--- config.mk ---
export PLATFORM = sky130hd
export DESIGN_NAME = stbs_ctrl
export DESIGN_NICKNAME = d
export VERILOG_FILES = /design/src/sv/sorted_table_binary_search_assert.svh /design/src/sv/stbs_pkg.sv /design/src/sv/stbs_ctrl.sv
export SDC_FILE = /design/constraint.sdc
export NUM_CORES = 1
export LEC_CHECK = 0
export ABC_AREA = 1
export BUFFER_PORTS_ARGS = -buffer_cell sky130_fd_sc_hd__buf_2
export CORE_AREA = 2 2 39 41
export CTS_CLUSTER_SIZE = 12
export DETAILED_ROUTE_END_ITERATION = 6
export DIE_AREA = 0 0 41 43
export SLEW_MARGIN = 40
export SYNTH_ARGS = -nofsm -noshare
export SYNTH_HDL_FRONTEND = slang
export SYNTH_SLANG_ARGS = --single-unit
export TNS_END_PERCENT = 5
--- constraint.sdc ---
create_clock -name clk_i -period 1.25 [get_ports clk_i]
set_input_delay 0.25 -clock clk_i [delete_from_list [all_inputs] [get_ports clk_i]]
set_output_delay 0.25 -clock clk_i [all_outputs]
set_load 0.005 [all_outputs]
--- src/sv/sorted_table_binary_search_assert.svh ---
// ----------------------------------------------------------------------------
// Sorted table binary search: assertion macros
// Shared concurrent assertion forms, clocked on clk_i, disabled in reset.
// ----------------------------------------------------------------------------
`ifndef SORTED_TABLE_BINARY_SEARCH_ASSERT_SVH
`define SORTED_TABLE_BINARY_SEARCH_ASSERT_SVH

// same-cycle implication
`define STBS_ASSERT_NOW(lbl, ante, cons) \
  lbl: assert property (@(posedge clk_i) disable iff (!rst_ni) (ante) |-> (cons)) \
    else $error("stbs: same-cycle check failed");

// next-cycle implication
`define STBS_ASSERT_NEXT(lbl, ante, cons) \
  lbl: assert property (@(posedge clk_i) disable iff (!rst_ni) (ante) |=> (cons)) \
    else $error("stbs: next-cycle check failed");

`endif

--- src/sv/stbs_pkg.sv ---
// ----------------------------------------------------------------------------
// Sorted table binary search: package
// Transaction types, controller/datapath interface types and defaults.
// ----------------------------------------------------------------------------
`default_nettype none

package stbs_pkg;

  localparam int DEF_TABLE_DEPTH = 1024;
  localparam int DEF_WORD_WIDTH  = 32;
  localparam int INDEX_W         = 10;
  localparam int VALUE_W         = 32;

  typedef enum logic {
    KIND_LOAD  = 1'b0,
    KIND_QUERY = 1'b1
  } kind_e;

  typedef struct packed {
    kind_e                      kind;
    logic [INDEX_W-1:0]         load_index;
    logic signed [VALUE_W-1:0]  value;
    logic [INDEX_W-1:0]         range_low;
    logic [INDEX_W-1:0]         range_high;
  } req_t;

  typedef struct packed {
    logic               found;
    logic [INDEX_W-1:0] position;
  } rsp_t;

  typedef struct packed {
    logic load;     // write table word
    logic start;    // capture query
    logic first;    // first probe at midpoint
    logic advance;  // narrow range and probe again
    logic finish;   // capture result
    logic found;    // result flag for finish
    logic push;     // move result to output register
  } cmd_t;

  typedef struct packed {
    logic empty;       // range empty before first probe
    logic match;       // probed word equals key
    logic next_empty;  // narrowed range would be empty
    logic out_free;    // output register can take a result
  } status_t;

endpackage

`default_nettype wire

--- src/sv/stbs_ctrl.sv ---
// ----------------------------------------------------------------------------
// Sorted table binary search: controller
// Sequences load, setup, probe and result hand-off.
// ----------------------------------------------------------------------------
`default_nettype none

module stbs_ctrl
  import stbs_pkg::*;
(
  input  wire logic    clk_i,
  input  wire logic    rst_ni,
  input  wire logic    req_valid_i,
  input  wire kind_e   req_kind_i,
  output logic         req_stall_o,
  input  wire status_t status_i,
  output cmd_t         cmd_o
);

  typedef enum logic [3:0] {
    ST_IDLE  = 4'b0001,
    ST_SETUP = 4'b0010,
    ST_PROBE = 4'b0100,
    ST_HOLD  = 4'b1000
  } state_e;

  state_e state_q, state_d;

  always_ff @(posedge clk_i or negedge rst_ni) begin
    if (!rst_ni) begin
      state_q <= ST_IDLE;
    end else begin
      state_q <= state_d;
    end
  end

  always_comb begin
    state_d     = state_q;
    cmd_o       = '0;
    req_stall_o = 1'b1;
    unique case (state_q)
      ST_IDLE: begin
        req_stall_o = 1'b0;
        if (req_valid_i) begin
          if (req_kind_i == KIND_QUERY) begin
            cmd_o.start = 1'b1;
            state_d     = ST_SETUP;
          end else begin
            cmd_o.load = 1'b1;
          end
        end
      end
      ST_SETUP: begin
        if (status_i.empty) begin
          cmd_o.finish = 1'b1;
          state_d      = ST_HOLD;
        end else begin
          cmd_o.first = 1'b1;
          state_d     = ST_PROBE;
        end
      end
      ST_PROBE: begin
        if (status_i.match) begin
          cmd_o.finish = 1'b1;
          cmd_o.found  = 1'b1;
          state_d      = ST_HOLD;
        end else if (status_i.next_empty) begin
          cmd_o.finish = 1'b1;
          state_d      = ST_HOLD;
        end else begin
          cmd_o.advance = 1'b1;
        end
      end
      ST_HOLD: begin
        if (status_i.out_free) begin
          cmd_o.push = 1'b1;
          state_d    = ST_IDLE;
        end
      end
      default: state_d = ST_IDLE;
    endcase
  end

endmodule

`default_nettype wire

---- After elaboration in Yosys (flattened, before gate mapping) ----
Index checks and enable logic that the tools add are counted.
storage, ports and cells
  register bits ........................... 4
  bits of input ports ..................... 8
  output and inout port bits .............. 8
  word-level logic and storage cells ...... 35
cells by class
  equal/unequal tests ..................... 8
  muxes and demuxes ....................... 25
  reduce and logical (&&, ||, !) cells .... 1
operators by type and width
  operator            number
  $mux 4              6
  $pmux 4 s4          1
  $mux 1              15
  $ne 2x2->1 const B  3
  $eq 4x1->1 const B  1
  $eq 4x2->1 const B  1
  $eq 4x3->1 const B  1
  $eq 4x4->1 const B  1
  $mux 2              2
  $reduce_and 4->1    1
  $ne 3x3->1 const B  1
  $pmux 1 s2          1

---- Logic depth before layout (Yosys ltp) ----
Gate-level depths: netlist of run 1.
  word-level depth ........................ 3
  depth in mapped cells ................... 5
  depth with buffers taken out ............ 5

---- Worst setup path before layout of run 1 ----
OpenSTA, ideal clock, no wires.
  path kind ............................... reg2out
  start point ............................. reg state_q[0]
  end point ............................... out cmd_o[5] (netlist bit)
  data arrival time ....................... 0.972 ns
  data required time ...................... 1.000 ns
  slack ................................... 0.028 ns
  stages on the path, launching flop included .. 5
  buffers on the path ..................... 0
  cell sequence ........................... dfstp_2 > inv_1 > nor2_1 > nand2_2 > nor3_1
RTL lines
  element                 line             text
  start, declared         stbs_ctrl.sv:26  state_e state_q, state_d;
  start signal, assigned  stbs_ctrl.sv:32  state_q <= state_d;
  end, declared           stbs_ctrl.sv:16  output cmd_t cmd_o

==> results.ini, run 1 <==
[drt]
wl_per_cell_um = 8.35
drc = 0
wl_um = 676
postRouteAntennaNets = 0
vias = 336
via_per_inst = 4.15
dr.pass1.iters = 3
drt_iter0_drc = 7

[logic_synthesis]
synth-edff-count = 0
synth_commonest_cells = inv_1, nor2_1, nand3_1
synthTopCellsByArea = dfrtp_1, dfstp_2, inv_1
ys_ff_latch = 4
synth_nets = 48
synthCells = 40
yosysUniqueCellTypes = 18
synthFlopType = dfrtp_1
yosysMostFrequentCell = inv_1
yosys_warnings = 0
synth-async-reset-ratio = 1.00
ys_seq_area_frac = 0.351
synth_top_cell_area_share = 0.260
synth_top_area_cell = dfrtp_1
syn-cell-area_um2 = 289
syn_avg_cell_area_um2 = 7.23

[clock_network]
cts-root-buf = clkbuf_4
cts_tree = yes
post_cts_buffers = 0
cts_sinks = 4
clk_latency_ns = 0.24
cts_max_path_buffers = 2
ctsHtreeMaxLevel = 1
cts_made_buffers = 3
clk_pin_slew_ns = 0.04

[power_and_ir_drop]
netSwitchingFraction = 0.346
p_int_mw = 0.444
switching_power_mw = 0.235
clkPwrFrac = 0.258
p_leak_nw = 0.281
p_per_area_nw_per_um2 = 1430
total_power_mw = 0.680
p_seq_frac = 0.290
peakVddDrop_v = 0.000707
p_comb_frac = 0.452

[floorplanning]
die_area_um2 = 1760
num_rows = 14
coreArea_um2 = 1380
io_pins = 16
die_w_um = 41
initial_core_util = 0.209
die_h_um = 43

[cells_and_area]
drive_gt1_frac = 0.600
num_antenna_cells = 0
regMostFlops = state_q
utilization = 0.344
syn2layout_area_growth_pct = 64.9
nNetsFinal = 74
reg.largest.list = state_q: 4 flops
largest_reg_flops = 4

[timing]
max_freq_ghz = 0.663
fin_setup_tns_ns = -1.60
worst_slew_pin_slew_ns = 0.199
setup_violations = 8
fin_hold_ws_ns = 0.270
finalMaxSlewViolations = 0
fin_skew_ns = 0.0102
hold_viol_final = 0
slew_headroom = 0.866
fin_ws_ns = -0.258
grt_setup_unrepaired = yes
fin_crit_sh = 1.21
layout_min_cycle_time_ns = 1.51

[flow_run]
max_cap_viol_count = 0

[placed_design]
place.gp.congestion = 0.719
io_buffers = 15
dp_slack_ns = -0.0510
dp_hpwl_um = 541

[global_route]
grt_pass1_vias = 288
antenna_found_initial = 0
track_usage = 0.0915
grt_max_degree = 6
overflow = 0
grt_pass1_wl_mm = 1.04

[critical_path]
arrival_ns = 1.26
end_kind = primary output
reg2regPathDepth = 6
crit_type = reg2out
crit_fanout = 3
setup.worst_path.start_class = flip-flop
critPathRequiredTime_ns = 1.00

[hold_path]
hp-class = in2reg
hold-path-cell-count = 2

[outcome]
status = complete, but fails checks
violations = negative setup slack

[metal layers]
layer  track usage  share of wire  vias to the layer above
met5             0              0                        -
met4        0.0400              0                        0
met3        0.0628          0.075                        0
met2         0.131           0.54                       11
met1         0.100           0.39                      151
li1              -              -                      174
[power by group through the flow]
stage          Combinational [mW]  Clock (mW)  Sequential (mW)
6_report                    0.307       0.175            0.197
5_1_grt                     0.343       0.193            0.201
4_1_cts                     0.297       0.185            0.196
3_5_place_dp                0.287           0            0.193
3_3_place_gp                0.286           0            0.192
2_1_floorplan               0.151           0            0.189
[placed cells by master, fill, tap and decap left out, drive strengths merged]
cell         Yosys  final
buf              1     21
clkbuf           0      4
dfrtp            3      3
dfstp            1      1
dlygate4sd3      0      1
inv              8      8
nand2            5      5
nand3            5      5
nand4            1      1
nor2             9      9
nor3             3      3
o211ai           1      1
o21ai            2      2
or2              1      1
[cell type report]
type | count | area, um^2
sequential | 4 | 103
inverter | 8 | 30.0
fill | 155 | 907
multi-input combinational | 27 | 168
timing repair buffer | 22 | 130
tap | 16 | 20.0
clock buffer | 4 | 26.3
[per-stage QoR]
| stage | cells | instance area, um^2 |
|---|---|---|
| after global routing | 81 | 477 |
| after floorplan | 40 | 289 |
| after CTS | 81 | 460 |
| after detailed placement | 76 | 422 |
| after global placement | 76 | 422 |
| final | 81 | 477 |
[worst paths after layout]
kind                             start          to  slack (ns)
setup / recovery            state_q[2]    cmd_o[2]       -0.26
hold / removal             status_i[3]  state_q[2]        0.27
setup reg to reg            state_q[0]  state_q[0]        0.06
hold reg to reg             state_q[0]  state_q[0]        0.61
max in group asynchronous       rst_ni  state_q[0]        0.70
min in group asynchronous       rst_ni  state_q[2]        0.34
[cell families after synthesis]
kind of cell,Yosys count,synth area share
simple gates,24,0.459
buf+inv,9,0.130
flops,4,0.351
compound gates,3,0.0606
[worst max-delay path, cell delays in order, from the launching register on]
cell and delay, ns:
dfrtp_1 0.41, inv_2 0.06, nor2_4 0.09, nand2_2 0.06, or2_4 0.24, nand2_2 0.05, buf_2 0.10
[timing repair]
item | 4_1_cts | 5_1_grt
hold buffers | 1 | 0
resized for setup | 2 | 4
endpoints found under the hold margin | 4 | 0
endpoints found under the setup margin | 8 | 8
No activity file was read; power rests on OpenSTA's default activity.
==> inputs of run 2 (changes only) <==
Settings changed: BUFFER_PORTS_ARGS -buffer_cell sky130_fd_sc_hd__buf_2 to not set, DONT_BUFFER_PORTS set to 1.
==> results.ini, run 2 (synthesis gave the netlist of run 1 again) <==
[clock_network]
clk_latency_ns = 0.24
cts_max_path_buffers = 2
cts-root-buf = clkbuf_4
cts_sinks = 4
cts_made_buffers = 3
clk_pin_slew_ns = 0.04
cts_tree = yes
ctsHtreeMaxLevel = 1

[cells_and_area]
nNetsFinal = 57
final_area_um2 = 432
regMostFlops = state_q
final_common_cell = inv_1
reg.largest.list = state_q: 4 flops
drive_gt1_frac = 0.583
utilization = 0.312
syn2layout_area_growth_pct = 49.4
layout_common_cells = inv_1, nor2_4, nand3_1, buf_4
final_cells = 64
num_antenna_cells = 0
fillers = 156
largest_reg_flops = 4

[timing]
finalMaxSlewViolations = 0
fin_ws_ns = -0.195
setup_violations = 7
fin_hold_ws_ns = 0.155
fin_skew_ns = 0.000956
slew_headroom = 0.851
fin_setup_tns_ns = -0.938
layout_min_cycle_time_ns = 1.45
fin_crit_sh = 1.16
worst_slew_pin_slew_ns = 0.223
hold_viol_final = 0
grt_setup_unrepaired = yes
max_freq_ghz = 0.692

[global_route]
track_usage = 0.0987
overflow = 0
grt_pass1_wl_mm = 1.13
grt_max_degree = 5
grt_pass1_vias = 300
antenna_found_initial = 0

[critical_path]
reg2reg_slack_ns = 0.09
crit_fanout = 4
arrival_ns = 1.20
end_kind = primary output
critPathRequiredTime_ns = 1.00
crit_type = reg2out
setup.worst_path.start_class = flip-flop

[drt]
met1_length_um = 244
postRouteAntennaNets = 0
drc = 0
routed.top_layer = met3
vias = 285
route.met2.wl_um = 401
via_per_inst = 4.45
wl_um = 706
drt_iter0_drc = 1
wl_per_cell_um = 11.0
dr.pass1.iters = 4
wl_met3_um = 60

[placed_design]
io_buffers = 0
dp_hpwl_um = 510
place.gp.congestion = 0.706
dp_slack_ns = -0.00454
place_inst = 58
placed_area_um2 = 324

[flow_run]
max_cap_viol_count = 0

[floorplanning]
die_area_um2 = 1760
die_h_um = 43
coreArea_um2 = 1380
die_w_um = 41
num_rows = 14
initial_core_util = 0.209
io_pins = 16

[outcome]
violations = negative setup slack
status = complete, but fails checks

[power_and_ir_drop]
total_power_mw = 0.712
p_per_area_nw_per_um2 = 1650
peakVddDrop_v = 0.000635
p_leak_nw = 0.207

[hold_path]
hp-class = in2reg

[run 2: final timing paths]
check	from	endpoint	depth (start not counted)
max	state_q[0]	req_stall_o	4
min	status_i[3]	state_q[2]	1
min reg2reg	state_q[2]	state_q[0]	3
min in group asynchronous	rst_ni	state_q[3]	1
max reg2reg	state_q[0]	state_q[0]	6
max in group asynchronous	rst_ni	state_q[0]	1
[run 2: routing by layer]
metal	global-route usage	vias to the layer above
met3	0.0262	0
met4	0.100	0
met1	0.120	133
met5	0	-
met2	0.128	12
li1	-	140
[run 2: repair_timing]
item | CTS | global route
hold buffers | 1 | 0
hold endpoints to repair | 4 | 0
setup buffers | 0 | 1
pin swaps | 2 | 1
resized for setup | 12 | 6
setup endpoints to repair | 8 | 8
[run 2: layout make-up]
type                       instances  area, um^2  share of cell area
multi-input combinational         27         210               0.487
sequential                         4         105               0.243
timing repair buffer               5        40.0              0.0928
inverter                           8        30.0              0.0696
clock buffer                       4        26.3              0.0609
tap                               16        20.0              0.0464
[run 2: worst max-delay path, stage by stage, from the launching register on]
cell	delay, ns
dfstp_2	0.55
inv_2	0.06
nor2_4	0.11
nand2_4	0.09
buf_4	0.14
[run 2: power breakdown]
part           internal (mW)  switching, mW
Clock                  0.121         0.0659
Sequential             0.171         0.0355
Combinational          0.142          0.178
==> inputs of run 3 (changes only) <==
Settings changed: TNS_END_PERCENT 5 to not set.
==> results.ini, run 3 (synthesis gave the netlist of run 1 again) <==
[outcome]
status = complete, but fails checks
violations = negative setup slack

[drt]
drc = 0
vias = 306
drt_iter0_drc = 1
postRouteAntennaNets = 0
dr.pass1.iters = 4
via_per_inst = 4.31
wl_um = 829
wl_per_cell_um = 11.7

[placed_design]
dp_hpwl_um = 510
io_buffers = 0
place.gp.congestion = 0.706

[timing]
worst_slew_pin_slew_ns = 0.293
slew_headroom = 0.804
fin_hold_ws_ns = 0.156
hold_viol_final = 0
fin_ws_ns = -0.202
setup_violations = 8
grt_setup_unrepaired = yes
fin_crit_sh = 1.16
layout_min_cycle_time_ns = 1.45
fin_skew_ns = 0.000352
finalMaxSlewViolations = 0
max_freq_ghz = 0.689
fin_setup_tns_ns = -1.17

[global_route]
antenna_found_initial = 0
track_usage = 0.119
grt_pass1_vias = 329
overflow = 0
grt_pass1_wl_mm = 1.34
grt_max_degree = 5

[clock_network]
clk_latency_ns = 0.24
cts_tree = yes
cts_max_path_buffers = 2
cts_sinks = 4
clk_pin_slew_ns = 0.04
cts_made_buffers = 3
ctsHtreeMaxLevel = 1
cts-root-buf = clkbuf_4

[floorplanning]
coreArea_um2 = 1380
initial_core_util = 0.209
num_rows = 14
die_w_um = 41
die_h_um = 43
die_area_um2 = 1760
io_pins = 16

[critical_path]
crit_type = reg2out
end_kind = primary output
critPathRequiredTime_ns = 1.00
arrival_ns = 1.20
reg2regPathDepth = 6
setup.worst_path.start_class = flip-flop
crit_fanout = 3

[cells_and_area]
regMostFlops = state_q
drive_gt1_frac = 0.673
fillers = 147
nNetsFinal = 64
num_antenna_cells = 0
reg.largest.list = state_q: 4 flops
syn2layout_area_growth_pct = 73.6
final_common_cell = buf_4
largest_reg_flops = 4
multiInputGateArea_um2 = 210
layout_common_cells = buf_4, nor2_4, inv_1, buf_6, nand2_2
regArea_um2 = 104

[flow_run]
max_cap_viol_count = 0

[power_and_ir_drop]
switching_power_mw = 0.294
netSwitchingFraction = 0.364
p_per_area_nw_per_um2 = 1610
p_comb_frac = 0.522
p_seq_frac = 0.251
total_power_mw = 0.808
clkPwrFrac = 0.228
p_leak_nw = 0.240
peakVddDrop_v = 0.000678
p_int_mw = 0.513

[hold_path]
hp-class = in2reg
hold-path-cell-count = 1

run 3: stage by stage:
| stage | instances | setup slack [ns] | cell area [um^2] | utilization |
|---|---|---|---|---|
| 6_report | 71 | -0.202 | 502 | 0.363 |
| 5_1_grt | 71 | -0.264 | 502 | 0.363 |
| 4_1_cts | 69 | -0.192 | 470 | 0.340 |
| 3_5_place_dp | 58 | -0.00454 | 324 | 0.234 |
| 3_3_place_gp | 58 | 0.0000869 | 324 | 0.234 |
| 2_1_floorplan | 40 | 0.0278 | 289 | - |
run 3: final cells by class:
type                            count  share of cell area
Sequential cell                     4               0.207
Clock buffer                        4              0.0524
Inverter                            8              0.0599
Timing Repair Buffer               12               0.222
Tap cell                           16              0.0399
Multi-Input combinational cell     27               0.419
run 3: per-layer routing:
layer  track usage  share of wire  up-vias
met3        0.0262          0.054        0
met4         0.100              0        0
met2         0.184           0.61       10
li1              -              -      154
met5             0              0        -
met1         0.127           0.34      142
run 3: critical path: stages (launching register included):
cell and delay (ns):
dfrtp_2 0.44, nor2_4 0.14, nand2_2 0.07, or2_4 0.26
nand2_2 0.06
run 3: power groups by stage:
stage	Clock (mW)	Sequential, mW	Combinational [mW]
5_1_grt	0.206	0.203	0.459
3_3_place_gp	0	0.191	0.225
6_report	0.184	0.202	0.421
3_5_place_dp	0	0.192	0.226
4_1_cts	0.194	0.201	0.374
2_1_floorplan	0	0.189	0.151
run 3: what timing repair did:
item / 4_1_cts / 5_1_grt
endpoints found under the setup margin: 8 / 8
buffers inserted: 6 / 3
resized for setup: 18 / 6
hold buffers: 1 / 0
pin swaps: 5 / 2
cloned: 0 / 0
hold endpoints to repair: 4 / 0
run 3: final timing paths:
| path | from | endpoint | slack [ns] |
|---|---|---|---|
| worst max-delay path | state_q[3] | cmd_o[2] | -0.20 |
| worst min-delay path | status_i[3] | state_q[2] | 0.16 |
| worst max register to register | state_q[0] | state_q[0] | 0.02 |
| worst min register to register | state_q[3] | state_q[0] | 0.63 |
| max in group asynchronous | rst_ni | state_q[0] | 0.72 |
| min in group asynchronous | rst_ni | state_q[2] | 0.29 |
